$ cat config.mk
export PLATFORM = sky130hd
export DESIGN_NAME = scope_trace_rasterizer
export DESIGN_NICKNAME = d
export VERILOG_FILES = /design/src/rtl/core/str_pkg.sv /design/src/rtl/core/str_lane.sv /design/src/rtl/core/str_merge.sv /design/src/rtl/core/str_fifo.sv /design/src/rtl/core/scope_trace_rasterizer.sv
export SDC_FILE = /design/constraint.sdc
export NUM_CORES = 1
export LEC_CHECK = 0
export BUFFER_PORTS_ARGS = -buffer_cell sky130_fd_sc_hd__buf_4
export CAP_MARGIN = 20
export CORE_ASPECT_RATIO = 0.8
export CORE_MARGIN = 5
export CORE_UTILIZATION = 60
export CTS_CLUSTER_SIZE = 40
export DETAILED_ROUTE_END_ITERATION = 10
export PLACE_DENSITY_LB_ADDON = 0.2
export SETUP_SLACK_MARGIN = 0.2
export SLEW_MARGIN = 25
export SYNTH_ARGS = -nofsm -noshare
export SYNTH_HDL_FRONTEND = slang
export SYNTH_SLANG_ARGS = --single-unit
export TNS_END_PERCENT = 1
$ cat constraint.sdc
create_clock -name clk -period 17.61 [get_ports clk]
set_clock_uncertainty 0.2 [all_clocks]
set_input_delay 0.8805 -clock clk [delete_from_list [all_inputs] [get_ports clk]]
set_output_delay 0.8805 -clock clk [all_outputs]
set_load 0.01 [all_outputs]
$ cat src/rtl/core/str_pkg.sv
// Shared types and constants of the scope trace rasterizer.
package str_pkg;

    // Trace geometry
    localparam int TRACE_POINTS = 281;
    localparam int IDX_W        = 10;
    localparam int SAMPLE_W     = 8;
    localparam int X_W          = 11;
    localparam int Y_W          = 16;
    localparam int CFG_W        = 16;
    localparam int CFG_IDX_W    = 3;

    localparam logic [IDX_W-1:0] IDX_MAX       = '1;
    localparam logic [IDX_W-1:0] TP_LIMIT      = IDX_W'(TRACE_POINTS);
    localparam logic [IDX_W-1:0] TP_DOT_LIMIT  = IDX_W'(TRACE_POINTS - 1);

    // Command queue depth; two commands may enter in one cycle
    localparam int FIFO_DEPTH = 4;
    localparam int PTR_W      = 2;
    localparam int CNT_W      = 3;

    // Configuration register indexes
    localparam logic [CFG_IDX_W-1:0] CFG_CENTER_Y    = 3'd0;
    localparam logic [CFG_IDX_W-1:0] CFG_LEFT_X      = 3'd1;
    localparam logic [CFG_IDX_W-1:0] CFG_SCALE_Q     = 3'd2;
    localparam logic [CFG_IDX_W-1:0] CFG_MID_LEVEL   = 3'd3;
    localparam logic [CFG_IDX_W-1:0] CFG_ABSENT_CODE = 3'd4;
    localparam logic [CFG_IDX_W-1:0] CFG_DRAW_LINES  = 3'd5;
    localparam logic [CFG_IDX_W-1:0] CFG_PEAK_DETECT = 3'd6;

    // What a trace point turns into
    typedef enum logic [2:0] {
        DRAW_NONE,
        DRAW_LINE,
        DRAW_PEAK_LINE,
        DRAW_PEAK_DOTS,
        DRAW_DOT
    } draw_kind_t;

    typedef struct packed {
        logic [SAMPLE_W-1:0] sample_a;
        logic [SAMPLE_W-1:0] sample_b;
        logic                trace_start;
    } sample_word_t;

    typedef struct packed {
        logic [X_W-1:0]        pos_x;
        logic signed [Y_W-1:0] pos_y;
        logic signed [Y_W-1:0] seg_len;
        logic                  is_segment;
        logic                  run_end;
    } cmd_word_t;

    // Row mapping settings shared by the lanes
    typedef struct packed {
        logic [9:0]          center_y;
        logic [15:0]         scale_q;
        logic [SAMPLE_W-1:0] mid_level;
    } map_cfg_t;

    // Commands produced by one trace point
    typedef struct packed {
        logic [1:0] n;
        cmd_word_t  first;
        cmd_word_t  second;
    } cmd_push_t;

endpackage

$ cat src/rtl/core/str_lane.sv
// One row-mapping lane: sample code to signed screen row.
module str_lane import str_pkg::*;
(
    input  logic                  clk,
    input  logic                  en,
    input  logic [SAMPLE_W-1:0]   sample,
    input  map_cfg_t              map_cfg,
    output logic signed [Y_W-1:0] row
);

    logic signed [8:0]  diff;
    logic signed [25:0] prod;
    logic signed [26:0] center_term;
    logic signed [26:0] t;
    logic signed [Y_W-1:0] row_next;
    logic signed [Y_W-1:0] row_reg;

    // Offset from mid level times Q4.12 scale, exact
    assign diff        = $signed({1'b0, sample}) - $signed({1'b0, map_cfg.mid_level});
    assign prod        = diff * $signed({1'b0, map_cfg.scale_q});
    // center*4096 plus half a row for round half up
    assign center_term = $signed({5'b0, map_cfg.center_y, 12'h800});
    assign t           = center_term - {prod[25], prod};
    // Floor by 4096
    assign row_next    = {t[26], t[26:12]};

    // Hold the row while the pipeline waits
    always_ff @(posedge clk)
    begin
        if (en)
        begin
            row_reg <= row_next;
        end
    end

    assign row = row_reg;

endmodule

$ cat src/rtl/core/str_merge.sv
// Merge stage: combine the two lane rows into draw commands.
module str_merge import str_pkg::*;
(
    input  draw_kind_t            kind,
    input  logic [X_W-1:0]        pos_x,
    input  logic signed [Y_W-1:0] row0,
    input  logic signed [Y_W-1:0] row1,
    output cmd_push_t             push
);

    logic signed [Y_W-1:0] line_end;

    // Segment stops one row short of the new sample
    assign line_end = (row0 > row1) ? row1 + 16'sd1 : row1 - 16'sd1;

    always_comb
    begin
        push        = '0;
        push.first.pos_x  = pos_x;
        push.second.pos_x = pos_x;
        unique case (kind)
            DRAW_LINE:
            begin
                push.n              = 2'd1;
                push.first.pos_y    = row0;
                push.first.run_end  = 1'b1;
                if (row0 != row1)
                begin
                    push.first.seg_len    = line_end - row0;
                    push.first.is_segment = 1'b1;
                end
            end
            DRAW_PEAK_LINE:
            begin
                push.n                = 2'd1;
                push.first.pos_y      = row0;
                push.first.seg_len    = row1 - row0;
                push.first.is_segment = 1'b1;
                push.first.run_end    = 1'b1;
            end
            DRAW_PEAK_DOTS:
            begin
                push.n              = 2'd2;
                push.first.pos_y    = row0;
                push.second.pos_y   = row1;
                push.second.run_end = 1'b1;
            end
            DRAW_DOT:
            begin
                push.n             = 2'd1;
                push.first.pos_y   = {8'b0, row0[7:0]};
                push.first.run_end = 1'b1;
            end
            default:
            begin
                push.n = 2'd0;
            end
        endcase
    end

endmodule

$ cat src/rtl/core/str_fifo.sv
// Command queue: takes up to two words a cycle, hands out one while cmd_stall is low.
module str_fifo import str_pkg::*;
(
    input  logic      clk,
    input  logic      rst_n,
    input  cmd_push_t push,
    output logic      room,
    output logic      cmd_valid,
    input  logic      cmd_stall,
    output cmd_word_t cmd_word
);

    cmd_word_t        mem_reg [FIFO_DEPTH];
    logic [PTR_W-1:0] wr_ptr_reg, wr_ptr_next;
    logic [PTR_W-1:0] rd_ptr_reg, rd_ptr_next;
    logic [CNT_W-1:0] count_reg, count_next;
    logic             pop;
    logic [PTR_W-1:0] wr_ptr_second;

    assign cmd_valid     = (count_reg != '0);
    assign pop           = cmd_valid && !cmd_stall;
    assign room          = (count_reg <= CNT_W'(FIFO_DEPTH - 2));
    assign cmd_word      = mem_reg[rd_ptr_reg];
    assign wr_ptr_second = wr_ptr_reg + 1'b1;

    // Advance pointers and fill level
    assign wr_ptr_next = wr_ptr_reg + PTR_W'(push.n);
    assign rd_ptr_next = rd_ptr_reg + PTR_W'(pop);
    assign count_next  = count_reg + CNT_W'(push.n) - CNT_W'(pop);

    always_ff @(posedge clk or negedge rst_n)
    begin
        if (!rst_n)
        begin
            wr_ptr_reg <= '0;
            rd_ptr_reg <= '0;
            count_reg  <= '0;
        end
        else
        begin
            wr_ptr_reg <= wr_ptr_next;
            rd_ptr_reg <= rd_ptr_next;
            count_reg  <= count_next;
        end
    end

    // Store incoming words
    always_ff @(posedge clk)
    begin
        if (push.n != 2'd0)
        begin
            mem_reg[wr_ptr_reg] <= push.first;
        end
        if (push.n == 2'd2)
        begin
            mem_reg[wr_ptr_second] <= push.second;
        end
    end

`ifndef SYNTHESIS
    a_count_bound: assert property (@(posedge clk) disable iff (!rst_n)
        count_reg <= CNT_W'(FIFO_DEPTH))
        else $error("command queue over full");
    a_push_room: assert property (@(posedge clk) disable iff (!rst_n)
        (push.n != 2'd0) |-> room)
        else $error("push without room");
    a_push_count: assert property (@(posedge clk) disable iff (!rst_n)
        push.n != 2'd3)
        else $error("more than two words pushed");
`endif

endmodule

$ cat src/rtl/core/scope_trace_rasterizer.sv
// Scope trace rasterizer top level: decode, two mapping lanes, merge, command queue.
//
// Usage:
//   sample channel (sample_valid, sample_stall, sample_word): one word per
//   trace point. A word is taken at a clock edge with valid high and stall low.
//   cmd channel (cmd_valid, cmd_stall, cmd_word): zero, one or two draw
//   commands per sample word, in order; run_end marks the last of a word.
//   Configuration: cfg_we writes cfg_data into register cfg_index at the edge;
//   write only while no sample word is in flight. Unknown indexes are ignored.
// Timing:
//   A command passes the decode register, the lane row register and then the queue
//   after its sample word is taken; a full queue holds it back on the way.
//   The queue hands out one command per cycle while cmd_stall is low, so words
//   that make one command flow at one per cycle and peak-detect point words slower.
//   sample_stall rises when the four-entry command queue holds more than two
//   words; a stalled receiver then backs up into the sample side.
// Reset:
//   rst_n clears the trace history, the point index and the queue, and loads
//   the default register values; the block is ready as soon as reset is released.
module scope_trace_rasterizer import str_pkg::*;
(
    input  logic                 clk,
    input  logic                 rst_n,
    input  logic                 sample_valid,
    output logic                 sample_stall,
    input  sample_word_t         sample_word,
    output logic                 cmd_valid,
    input  logic                 cmd_stall,
    output cmd_word_t            cmd_word,
    input  logic                 cfg_we,
    input  logic [CFG_IDX_W-1:0] cfg_index,
    input  logic [CFG_W-1:0]     cfg_data
);

    // Configuration registers
    logic [9:0]          center_y_reg;
    logic [9:0]          left_x_reg;
    logic [15:0]         scale_q_reg;
    logic [SAMPLE_W-1:0] mid_level_reg;
    logic [SAMPLE_W-1:0] absent_code_reg;
    logic                draw_lines_reg;
    logic                peak_detect_reg;

    // Trace history
    logic [SAMPLE_W-1:0] prev_sample_reg;
    logic                have_prev_reg;
    logic [IDX_W-1:0]    point_idx_reg, point_idx_next;

    // Decode stage
    draw_kind_t          s1_kind_reg, s1_kind_next;
    logic [X_W-1:0]      s1_x_reg, s1_x_next;
    logic [SAMPLE_W-1:0] s1_lane0_reg, s1_lane0_next;
    logic [SAMPLE_W-1:0] s1_lane1_reg, s1_lane1_next;

    // Lane stage
    draw_kind_t          s2_kind_reg;
    logic [X_W-1:0]      s2_x_reg;
    logic signed [Y_W-1:0] row0, row1;

    logic                advance;
    logic                accept;
    logic [IDX_W-1:0]    idx;
    logic                hist;
    logic                a_absent;
    logic                p_absent;
    logic [X_W-1:0]      x_base;
    map_cfg_t            map_cfg;
    cmd_push_t           merged;
    cmd_push_t           push;
    logic                room;

    assign advance      = room;
    assign sample_stall = !advance;
    assign accept       = sample_valid && advance;

    // Apply configuration writes
    always_ff @(posedge clk or negedge rst_n)
    begin
        if (!rst_n)
        begin
            center_y_reg    <= 10'd120;
            left_x_reg      <= 10'd20;
            scale_q_reg     <= 16'd4096;
            mid_level_reg   <= 8'd128;
            absent_code_reg <= 8'd0;
            draw_lines_reg  <= 1'b1;
            peak_detect_reg <= 1'b0;
        end
        else if (cfg_we)
        begin
            unique case (cfg_index)
                CFG_CENTER_Y:    center_y_reg    <= cfg_data[9:0];
                CFG_LEFT_X:      left_x_reg      <= cfg_data[9:0];
                CFG_SCALE_Q:     scale_q_reg     <= cfg_data;
                CFG_MID_LEVEL:   mid_level_reg   <= cfg_data[7:0];
                CFG_ABSENT_CODE: absent_code_reg <= cfg_data[7:0];
                CFG_DRAW_LINES:  draw_lines_reg  <= cfg_data[0];
                CFG_PEAK_DETECT: peak_detect_reg <= cfg_data[0];
                default:         ;
            endcase
        end
    end

    // Decode the word against the trace history
    assign idx      = sample_word.trace_start ? '0 : point_idx_reg;
    assign hist     = sample_word.trace_start ? 1'b0 : have_prev_reg;
    assign a_absent = (sample_word.sample_a == absent_code_reg);
    assign p_absent = (prev_sample_reg == absent_code_reg);
    assign x_base   = {1'b0, left_x_reg} + {1'b0, idx};
    assign point_idx_next = (idx == IDX_MAX) ? idx : idx + 1'b1;

    always_comb
    begin
        s1_kind_next  = DRAW_NONE;
        s1_x_next     = x_base;
        s1_lane0_next = sample_word.sample_a;
        s1_lane1_next = sample_word.sample_b;
        priority if (draw_lines_reg && peak_detect_reg)
        begin
            s1_lane0_next = sample_word.sample_b;
            s1_lane1_next = sample_word.sample_a;
            if (idx < TP_LIMIT)
            begin
                s1_kind_next = DRAW_PEAK_LINE;
            end
        end
        else if (draw_lines_reg)
        begin
            s1_lane0_next = prev_sample_reg;
            s1_lane1_next = sample_word.sample_a;
            s1_x_next     = x_base - 1'b1;
            if (idx != '0 && idx < TP_LIMIT && hist && !a_absent && !p_absent)
            begin
                s1_kind_next = DRAW_LINE;
            end
        end
        else if (peak_detect_reg)
        begin
            if (idx < TP_LIMIT)
            begin
                s1_kind_next = DRAW_PEAK_DOTS;
            end
        end
        else
        begin
            if (idx < TP_DOT_LIMIT && !a_absent)
            begin
                s1_kind_next = DRAW_DOT;
            end
        end
        if (!accept)
        begin
            s1_kind_next = DRAW_NONE;
        end
    end

    // Hold history and pipeline control
    always_ff @(posedge clk or negedge rst_n)
    begin
        if (!rst_n)
        begin
            prev_sample_reg <= '0;
            have_prev_reg   <= 1'b0;
            point_idx_reg   <= '0;
            s1_kind_reg     <= DRAW_NONE;
            s2_kind_reg     <= DRAW_NONE;
        end
        else if (advance)
        begin
            s1_kind_reg <= s1_kind_next;
            s2_kind_reg <= s1_kind_reg;
            if (accept)
            begin
                prev_sample_reg <= sample_word.sample_a;
                have_prev_reg   <= 1'b1;
                point_idx_reg   <= point_idx_next;
            end
        end
    end

    // Pipeline payload
    always_ff @(posedge clk)
    begin
        if (advance)
        begin
            s1_x_reg     <= s1_x_next;
            s1_lane0_reg <= s1_lane0_next;
            s1_lane1_reg <= s1_lane1_next;
            s2_x_reg     <= s1_x_reg;
        end
    end

    assign map_cfg.center_y  = center_y_reg;
    assign map_cfg.scale_q   = scale_q_reg;
    assign map_cfg.mid_level = mid_level_reg;

    // Map both samples side by side
    str_lane u_lane0 (
        .clk     (clk),
        .en      (advance),
        .sample  (s1_lane0_reg),
        .map_cfg (map_cfg),
        .row     (row0)
    );

    str_lane u_lane1 (
        .clk     (clk),
        .en      (advance),
        .sample  (s1_lane1_reg),
        .map_cfg (map_cfg),
        .row     (row1)
    );

    // Combine lane rows into commands
    str_merge u_merge (
        .kind  (s2_kind_reg),
        .pos_x (s2_x_reg),
        .row0  (row0),
        .row1  (row1),
        .push  (merged)
    );

    // Push only when the pipeline moves
    always_comb
    begin
        push = merged;
        if (!advance)
        begin
            push.n = 2'd0;
        end
    end

    str_fifo u_fifo (
        .clk       (clk),
        .rst_n     (rst_n),
        .push      (push),
        .room      (room),
        .cmd_valid (cmd_valid),
        .cmd_stall (cmd_stall),
        .cmd_word  (cmd_word)
    );

`ifndef SYNTHESIS
    a_start_index: assert property (@(posedge clk) disable iff (!rst_n)
        (accept && sample_word.trace_start) |=> (point_idx_reg == 10'd1))
        else $error("trace start did not restart the point index");
    a_index_saturate: assert property (@(posedge clk) disable iff (!rst_n)
        (accept && !sample_word.trace_start && point_idx_reg == IDX_MAX)
        |=> (point_idx_reg == IDX_MAX))
        else $error("point index wrapped");
    a_history_set: assert property (@(posedge clk) disable iff (!rst_n)
        accept |=> have_prev_reg)
        else $error("history not recorded after accepted word");
`endif

endmodule

; After elaboration in Yosys (flattened, before gate mapping)
; Memory sizes are Yosys's and may differ from the RTL's.
; Cells that the tools add are included.
[op_classes]
mul = 2
n_eq_ne = 15
add_sub_neg = 16
n_mux = 30
n_bitwise = 0
magnitude_cmp = 4
n_shift = 0
reduce_logical = 26
n_div = 0
[ops]
columns = op, count
row1 = 23-bit by 26-bit subtractor with 27-bit output, 2
row2 = 9-bit by 17-bit multiplier with 26-bit output, 2
row3 = 17-bit one-hot mux with 2 select lines, 1
row4 = 16-bit two-way mux, 2
row5 = 8-bit two-way mux, 4
row6 = 16-bit one-hot mux with 2 select lines, 1
row7 = 11-bit two-way mux, 2
row8 = "10-bit by 9-bit < comparator with 1-bit output, second input constant", 2
row9 = 10-bit two-way mux, 2
row10 = 8-bit by 8-bit subtractor with 9-bit output, 2
row11 = 17-bit two-way mux, 1
row12 = "15-bit by 2-bit adder with 16-bit output, second input constant", 1
row13 = 8-bit equality test, 2
row14 = 2-bit AND reduction, 8
row15 = 15-bit by 15-bit subtractor with 16-bit output, 1
row16 = "15-bit by 2-bit subtractor with 16-bit output, second input constant", 1
row17 = 16-bit by 15-bit subtractor with 16-bit output, 1
row18 = 15-bit > comparator, 1
row19 = 3-bit two-way mux, 5
row20 = 15-bit inequality test, 1
row21 = "3-bit by 2-bit equality test with 1-bit output, second input constant", 4
row22 = "3-bit equality test, second input constant", 4
row23 = 10-bit by 10-bit adder with 11-bit output, 1
row24 = "11-bit by 1-bit subtractor with 11-bit output, second input constant", 1
row25 = other kinds (20), 41
[totals]
output_inout_bits = 47
mem_bits_ro = 0
latch_bits = 0
ram_bits = 180
n_memories = 1
regBits = 154
[mem_list]
columns = memory, words, word_bits, read_ports, rd_ports_with_merged_regs, write_ports, line
row1 = u_fifo.mem_reg, 4, 45, 1, 0, 2, str_fifo.sv:13  ; cmd_word_t mem_reg [FIFO_DEPTH];

; Logic depth before layout (Yosys ltp)
; Gate-level depths: netlist of run 1.
[depth]
word_depth = 10
ltp_mapped = 33
mapped_depth_nobuf = 31

; Modules after synthesis
; A second synthesis of run 1 with hierarchy kept.
[unflattened]
hier_cells = 2859
area_unflattened_um2 = 30849.6
[modules_own_cells]
columns = mod, area_each_um2, seq_area_each_um2, n_inst, cells_each
row1 = str_fifo, 9231.4, 5580.4, 1, 476
row2 = str_lane at u_lane0, 6760.2, 450.4, 1, 791
row3 = str_lane at u_lane1, 6616.3, 450.4, 1, 757
row4 = scope_trace_rasterizer, 5670.4, 3129.3, 1, 464
row5 = str_merge, 2571.2, 0.0, 1, 371

; Least setup slack after synthesis of run 1
; Ideal clock, no wire load.
[synth_timing]
kind = reg-to-reg
startpoint = register mid_level_reg[0]
endpoint = register u_lane1.row[14] (netlist name)
n_path_buf = 2
setup_slack_ns = 10.325
stages_incl_launch_ff = 32
t_arrival_ns = 6.811
required_time_ns = 17.136
period_less_slack_ns = 7.285
setup_time_ns = 0.274
cell_sequence = dfrtp_1 -> ha_1 -> fa_1 -> nor2b_1 -> o21ai_0 -> nand2b_1 -> and2_1 -> o21ai_0 -> nand2_1 -> a21o_1 -> a21o_1 -> clkbuf_1 -> clkbuf_1 -> nor2_1 -> ha_1 -> or2_2 -> fa_1 -> fa_1 -> fa_1 -> inv_1 -> fa_1 -> inv_1 -> ha_1 -> a21o_1 -> a21oi_1 -> a21boi_0 -> a31o_2 -> o311a_1 -> o21ai_1 -> o21ai_1 -> o41ai_1 -> xor2_1
[synth_via]
elab_chain_cells = 3
[synth_lines]
columns = element, line
row1 = from (decl), scope_trace_rasterizer.sv:39  ; logic [SAMPLE_W-1:0] mid_level_reg;
row2 = from (signal assigned), scope_trace_rasterizer.sv:95  ; CFG_MID_LEVEL: mid_level_reg <= cfg_data[7:0];
row3 = 8-bit by 8-bit subtractor with 9-bit output, str_lane.sv:19  ; assign diff = $signed({1'b0, sample}) - $signed({1'b0, map_cfg.mid_level});
row4 = 9-bit by 17-bit multiplier with 26-bit output, str_lane.sv:20  ; assign prod = diff * $signed({1'b0, map_cfg.scale_q});
row5 = 23-bit by 26-bit subtractor with 27-bit output, str_lane.sv:23  ; assign t = center_term - {prod[25], prod};
row6 = named net u_lane1.t[26], str_lane.sv:14  ; logic signed [26:0] t;
; The timed path passes the listed nets, and every way through them passes these cells.
; A chain may end at the register's enable or synchronous reset.

; Final worst setup path of run 1
[layout_timing]
startpoint = register mid_level_reg[0]
endpoint = register u_lane1.row[14] (netlist name)
[layout_via]
elab_chain_cells = 3
[layout_lines]
columns = element, line
row1 = 8-bit by 8-bit subtractor with 9-bit output, str_lane.sv:19
row2 = 9-bit by 17-bit multiplier with 26-bit output, str_lane.sv:20
row3 = 23-bit by 26-bit subtractor with 27-bit output, str_lane.sv:23
row4 = named net u_lane1.t[26], str_lane.sv:14
; The timed path passes the listed nets, and every way through them passes these cells.

==> results.md, run 1 <==
* Global-route wire length before repair at about 110000 um
* Largest net degree at the start of global routing at 79
* Most common cell after layout, fill and taps aside: inv_1
* Synth top area cells: edfxtp_1 20%, fa_1 16%, ha_1 10%, dfrtp_1 7.1%, inv_1 5.6%
* Period utilization at 45.0%
* Reg2reg start: mid_level_reg[0]
* Netlist cell types at a little under 70
* Antenna-violating nets left at 0
* Status: finished, final reports clean
* Initial antenna violation count at 3
* Initial DRT Pass Iterations at 5
* Post-synth EDFFs at 176
* Fin nets at between 3000 and 4000
* Hold_sp: s1_x_reg[6]
* Hold path cells at 0
* Setup crit start kind: flop
* Synth area leader: edfxtp_1
* Longest Clk Path Bufs at 3
* Vias per inst at 5.78
* Wire per inst at between 15 and 20 um
* Synth warn at 0
* Row Count at between 60 and 70
* Die height at approximately 200 um
* Reg2Reg Depth at 29
* H-tree levels at 2
* Crit path buffers/inverters at 2
* Maxcap violations at 0
* Port Buf Inserts at between 80 and 90
* Mapped Nets at approximately 3200
* Most common flop cell mapped by yosys: edfxtp_1
* Most used cell, CP: fa_1
* RR Endpoint: u_lane1.row[14]
* Tightest Hold Check Type: reg2reg
* Fmax at ~0.13 GHz
* Mapped Cells at roughly 2700
* Commonest cells after routing, fill and taps aside: 407 x inv_1, 223 x ha_1, 222 x fa_1
* CP Class: reg2reg
* Max incr delay on CP at around 550 ps
* GRT Overall Usage at 27.0%
* Initial core utilization at roughly 60%
* Post-synth top area share at roughly a fifth
* Setup_tns at 0 ps
* Total Die Area at between 40000 and 50000 sq um
* Initial DRC Count at 1392
* Number of global-route vias before repair at ~20000
* Sequential cell area fraction in the yosys report at about a third
* Post-synthesis register bit count at 330
* Synth Cell Area at about 27000 sq um
* Final hold violations at 0
* Mapped Avg Cell Area at a little over 10 sq um
* WHS Endpoint: s2_x_reg[6]
* WP data arrival at about 8000 ps
* Num Clock Sinks at 330
* DIE WIDTH at roughly 250 um
* Setup crit end kind: flop
* Placed instance area at between 20000 and 30000 sq um
* Final Max Slew Viols at 0
* Post-Place Worst Slack at about 9600 ps
* Routability Congestion at between 0.9 and 1
* Cts hold-fix bufs at 1
* Final HPWL DP at a little under 50000 um
* Max reg flops at ~180
* Core Region at roughly 45000 sq um
* CTS tree: done
* RSZ-0062 raised after global routing: false
* CP max stage cell: a21o_1
* Max-Slew Margin vs Limit at 34.7%
* Layout cells sized above 1 at a little under an eighth
* Worst Hold Slack at ~220 ps
* Cts bufs inserted at 35
* CTS resizes at 0
* DR vias at between 15000 and 20000
* Flop-to-flop setup slack at just under 10000 ps
* Overflow left after global routing at 0
* Worst Max-Slew Pin Slew at roughly 1000 ps
* DRC Markers at 0
* Final setup vio count at 0
* CP required at roughly 18000 ps
* Skew-Pair Late Insertion Delay at 570 ps
* Critical path fanouts, max at 18
* IO Pins at 88
* WL final at around 65000 um
* Post CTS Setup Buffer Count at 0
* Layout Area Growth over Synthesis at 8.76%
* FFs w/ async S/R, synth at 26.1%
* Root Driver: clkbuf_16
* Final Worst Setup Slack at 9690 ps
* Final Cell Area at 29400 sq um
* Clock-pin slew on the worst setup and hold paths at 60 ps
* Final min period at between 7000 and 8000 ps
* Critical path's top delay family: adder cells
==> kinds of logic after synthesis <==
group | share of synthesized area (%)
and+or+nand+nor | 14.4
buffers and inverters | 7.46
xor gates and xnor gates | 3.79
muxes | 6.64
DFF | 32.6
adders and majority gates | 26.7
AOI/OAI and AO/OA | 8.42
==> how the worst max path moves through the flow <==
| stage | endpoint | cells after the start | start | slack, ps |
|---|---|---|---|---|
| floorplan | u_lane1.row[14] | 31 | mid_level_reg[0] | 10320 |
| global placement | u_lane1.row[14] | 29 | mid_level_reg[1] | 9910 |
| detailed placement | u_lane1.row[14] | 29 | mid_level_reg[1] | 9580 |
| CTS | u_lane1.row[14] | 29 | mid_level_reg[1] | 9540 |
| global route | u_lane1.row[14] | 29 | mid_level_reg[0] | 9380 |
| finish | u_lane1.row[14] | 29 | mid_level_reg[0] | 9690 |
==> synth_stat cells, types with 23 or more instances <==
cell type	count
and2_1	176
nand2_1	202
a21oi_1	69
fa_1	222
clkbuf_1	115
ha_1	223
nor2b_1	60
nor2_1	118
a21o_1	24
dfrtp_1	77
o21ai_0	162
mux2_2	61
nor3_1	23
dfxtp_1	68
mux4_2	44
inv_1	407
xor2_1	46
nand2b_1	43
edfxtp_1	176
nand3_1	77
xnor2_1	71
==> layer usage <==
layer	part of all wire, %	track usage (%)	vias up
li1	-	-	8942
met1	44	38.5	9610
met2	46	44.2	659
met3	7.5	4.31	126
met4	2.4	6.61	0
met5	0	0	-
==> final cells by class <==
| class | count | area, sq um |
|---|---|---|
| Antenna cell | 2 | 5.00 |
| Clock buffer | 51 | 976 |
| Clock inverter | 10 | 125 |
| Fill cell | 3528 | 15100 |
| Inverter | 407 | 1530 |
| Multi-Input combinational cell | 1815 | 16300 |
| Sequential cell | 330 | 8810 |
| Tap cell | 603 | 754 |
| Timing Repair Buffer | 127 | 960 |
==> worst reg2reg max path: cells and delay by family (launching register included) <==
kind | cells | cell delay (ps)
buffers and inverters | 2 | 90
DFF | 1 | 430
AOI/OAI and AO/OA | 12 | 2760
and+or+nand+nor | 6 | 940
xor gates and xnor gates | 1 | 130
adders and majority gates | 8 | 3090
==> through the flow <==
stage                     instances  utilization (%)
final                          3345             66.1
after CTS                      3343             66.0
after global routing           3344             66.1
after global placement         3281             63.5
after floorplan                2679                -
after detailed placement       3281             63.5
Power of run 1 is not shown: default switching activity piles up to over one toggle a cycle in this logic, so the estimate is an artifact.
==> run 2, diff against run 1 <==
clock period = 7.5 ns   (was 17.61 ns; I/O delays follow)
==> results.md, run 2 (synthesis results as in run 1) <==
* Period utilization at 95.2%
* Critical path's top delay family: adder cells
* Longest Clk Path Bufs at 3
* Crit. Startpoint: mid_level_reg[0]
* WP data arrival at 7230 ps
* Wire per inst at 19.6 um
* Cts bufs inserted at 35
* Setup crit start kind: flop
* Global route hottest layer: met2
* Final min period at a little over 7000 ps
* Core Region at roughly 45000 sq um
* Final Worst Setup Slack at approximately 360 ps
* Fin nets at ~3300
* CP Class: reg2reg
* RR Endpoint: u_lane0.row[14]
* GRT Overall Usage at 27.5%
* Max reg flops at ~180
* Final hold violations at 0
* Max-Slew Margin vs Limit at between 30% and 40%
* DR vias at between 15000 and 20000
* Critical path fanouts, max at 7
* Port Buf Inserts at 87
* Vias per inst at 5.76
* Met3 Usage GRT at between 6 and 7%
* Routability Congestion at 0.905
* H-tree levels at 2
* RSZ-0062 raised after global routing: true
* Critical path depth at 29
* Tightest Hold Check Type: in2reg
* CP required at 7590 ps
* Reg2Reg Depth at 29
* Commonest cells after routing, fill and taps aside: 405 x inv_1, 216 x fa_1, 215 x ha_1
* Worst Max-Slew Pin Slew at 946 ps
* Layout Area Growth over Synthesis at 11.7%
* Met2 Use GR at between 40% and 50%
* Setup_tns at 0 ps
* Crit path buffers/inverters at 6
* IO Pins at between 80 and 90
* Number of global-route vias before repair at slightly above 20000
* Worst setup path end: u_lane0.row[14]
* Fmax at approximately 0.14 GHz
* Routing usage on met1 at between 30% and 40%
* CTS tree: done
* Status: finished, final reports clean
* DIE WIDTH at approximately 250 um
* Reg2reg start: mid_level_reg[0]
* Initial antenna violation count at 1
* Final Max Slew Viols at 0
* Clock-pin slew on the worst setup and hold paths at ~60 ps
* Skew-Pair Late Insertion Delay at between 500 and 600 ps
* WL final at roughly 67000 um
* Initial DRC Count at around 1500
* Final setup vio count at 0
* CP max stage cell: fa_2
* Initial core utilization at between 60% and 70%
* Root Driver: clkbuf_16
* Fillers at between 3000 and 4000
* Layout cells sized above 1 at around an eighth
* Overflow left after global routing at 0
* Flop-to-flop setup slack at around 360 ps
* Setup crit end kind: flop
* Initial DRT Pass Iterations at 5
* DRC Markers at 0
* Antenna diodes at 0
* Global-route wire length before repair at 108000 um
* Num Clock Sinks at 330
* Post-Place Worst Slack at roughly 130 ps
* Antenna-violating nets left at 0
* Total Die Area at slightly below 50000 sq um
* Max incr delay on CP at between 500 and 600 ps
* Final HPWL DP at between 40000 and 50000 um
* Largest net degree at the start of global routing at 80
* Row Count at approximately 70
* Most common cell after layout, fill and taps aside: inv_1
* Die height at roughly 200 um
* Maxcap violations at 0
[run 2: changes by cell type in the layout (fill, tap and decap cells not counted), sizes merged, moves of 2 or more]
cell	change
buf	+21
clkinv	+5
clkinvlp	-2
diode	-2
dlygate4sd3	+37
[run 2: timing repair]
action                                  CTS  global route
endpoints found under the setup margin    5            19
hold buffers                             38             0
cloned                                    0             1
setup buffers                             0            13
hold endpoints to repair                 86             0
pin swaps                                 0            27
resized for setup                         1            52
[run 2: final cells by class]
cell class | instances | area (sq um) | share of cell area (%)
multi-input cells | 1815 | 16400 | 54.4
flip-flops and latches | 330 | 8810 | 29.2
repair buffers | 186 | 1550 | 5.13
inverters | 407 | 1530 | 5.05
clock buffers | 51 | 1010 | 3.33
well taps | 603 | 754 | 2.50
clock inverters | 13 | 140 | 0.464
[run 2: worst min-delay path by stage]
stage                      start                    to  slack [ps]  cells after the start
floorplan                  rst_n    absent_code_reg[0]        -120                      0
global placement           rst_n  u_fifo.rd_ptr_reg[0]           7                      1
detailed placement         rst_n   u_fifo.count_reg[0]           8                      1
CTS                 cfg_index[1]        draw_lines_reg          30                      3
global route        cfg_index[1]       center_y_reg[5]          60                      4
finish              cfg_index[1]       center_y_reg[6]          30                      4
[run 2: per-layer routing]
| metal | routed length, um | vias up |
|---|---|---|
| met2 | 31200 | 682 |
| met5 | 13 | - |
| met4 | 1630 | 2 |
| li1 | - | 9063 |
| met3 | 5330 | 134 |
| met1 | 28600 | 9738 |
[run 2: through the flow]
stage	instance area [sq um]	utilization [%]	cells	hold WS, ps
global route	30200	67.9	3405	56.3
finish	30200	67.9	3405	31.1
detailed placement	28400	63.7	3289	7.61
global placement	28400	63.7	3289	6.50
floorplan	27100	-	2679	-121
CTS	29900	67.1	3391	28.6
[run 2: worst min-delay path: cells and delay by family]
| kind | cells | cell delay (ps) |
|---|---|---|
| AND/OR/NAND/NOR | 2 | 170 |
| buffers and inverters | 1 | 130 |
| AO/OA/AOI/OAI | 1 | 70 |
Power of run 2 is left out for the same reason.
==> run 3, diff against run 2 <==
SETUP_SLACK_MARGIN = unset   (was 0.2)
clock period = 9.1 ns   (was 7.5 ns; I/O delays follow)
==> results.md, run 3 (synthesis results as in run 1) <==
* Max-Slew Margin vs Limit at a little under two fifths
* Antenna diodes at 0
* Tightest Hold Check Type: in2reg
* Most common cell after layout, fill and taps aside: inv_1
* Most used cell, CP: fa_1
* Clock-pin slew on the worst setup and hold paths at 60 ps
* WL final at 65400 um
* Critical path fanouts, max at 18
* Commonest cells after routing, fill and taps aside: 407 x inv_1, 223 x ha_1, 222 x fa_1
* H-tree levels at 2
* Max reg flops at approximately 180
* RSZ-0062 raised after global routing: false
* Initial DRC Count at between 1500 and 2000
* IO Pins at 88
* CTS tree: done
* Cts bufs inserted at 35
* Setup crit end kind: flop
* CP required at between 9000 and 10000 ps
* Period utilization at approximately 87%
* Final hold violations at 0
* Initial antenna violation count at 1
* Vias per inst at 5.75
* Status: finished, final reports clean
* DRC Markers at 0
* Worst Max-Slew Pin Slew at 928 ps
* Longest Clk Path Bufs at 3
* Maxcap violations at 0
* Core Region at roughly 45000 sq um
* Setup crit start kind: flop
* GRT Overall Usage at a little over a quarter
* DIE WIDTH at between 200 and 250 um
* Layout Area Growth over Synthesis at 9.94%
* Final setup vio count at 0
* Initial core utilization at about three fifths
* CTS resizes at 0
* Root Driver: clkbuf_16
* Row Count at 69
* Fmax at approximately 0.13 GHz
* Total Die Area at slightly below 50000 sq um
* Die height at about 200 um
* Sequential cell area at between 8000 and 9000 sq um
* Antenna-violating nets left at 0
* Skew-Pair Late Insertion Delay at approximately 550 ps
* Port Buf Inserts at a little under 90
* Fin nets at 3224
* Setup_tns at 0 ps
* Worst Hold Slack at 28.2 ps
* Overflow left after global routing at 0
* Post CTS Setup Buffer Count at 0
* Number of global-route vias before repair at 20500
* Routability Congestion at ~0.91
* Final Worst Setup Slack at roughly 1200 ps
* Global-route wire length before repair at between 100000 and 150000 um
* CP Class: reg2reg
* WP data arrival at 8000 ps
* Layout cells sized above 1 at between 10% and 20%
* Final min period at around 7900 ps
* Num Clock Sinks at between 300 and 400
* Final HPWL DP at between 40000 and 50000 um
* DR vias at 19400
* Initial DRT Pass Iterations at 6
* Wire per inst at ~19 um
* Max incr delay on CP at 530 ps
* Fillers at 3479
* Post-Place Worst Slack at 1040 ps
* Layout Cells excl Fill at around 3400
* Post-Place Cells at between 3000 and 4000
* Final Max Slew Viols at 0
* Largest net degree at the start of global routing at between 70 and 80
* CP max stage cell: a21o_1
* Area of the multi-input gates at roughly 16000 sq um
==> run 3: through the flow <==
stage                     area, sq um  utilization (%)
after floorplan                 27100                -
after global placement          28300             63.5
after detailed placement        28300             63.5
after CTS                       29700             66.7
after global routing            29800             66.8
final                           29800             66.8
==> run 3: area by class of cell <==
type / count / area share (%)
tap: 603 / 2.54
multi-input combinational: 1815 / 54.7
clock inverter: 22 / 0.934
clock buffer: 41 / 3.12
timing repair buffer: 149 / 3.96
sequential: 330 / 29.6
inverter: 407 / 5.14
==> run 3: critical path: cells and delay by family, from the launching register on <==
family          cells  cell delay [ps]
simple gates        6              840
fa+ha+maj           8             3080
xor+xnor            1              120
compound gates     12             2880
flops               1              430
buf+inv             2               90
==> run 3: metal layers <==
layer	routed length (um)	track usage, %
met1	28800	38.5
met2	30300	44.0
met3	4730	4.95
met4	1610	7.81
met5	0	0
==> run 3: path summary, 6_finish.rpt <==
path,startpoint,to,slack [ps],depth (start not counted)
min in group asynchronous,rst_n,u_fifo.rd_ptr_reg[0],120,2
max in group asynchronous,rst_n,scale_q_reg[1],7660,3
hold / removal,sample_word[5],s1_lane1_reg[4],30,2
hold reg to reg,s1_x_reg[0],s2_x_reg[0],220,0
setup / recovery,mid_level_reg[0],u_lane1.row[14],1180,29
setup reg to reg,mid_level_reg[0],u_lane1.row[14],1180,29
==> run 3: timing repair <==
action	CTS	global route
hold buffers	22	0
hold endpoints to repair	44	0
setup endpoints to repair	0	0
Power of run 3 is left out for the same reason.
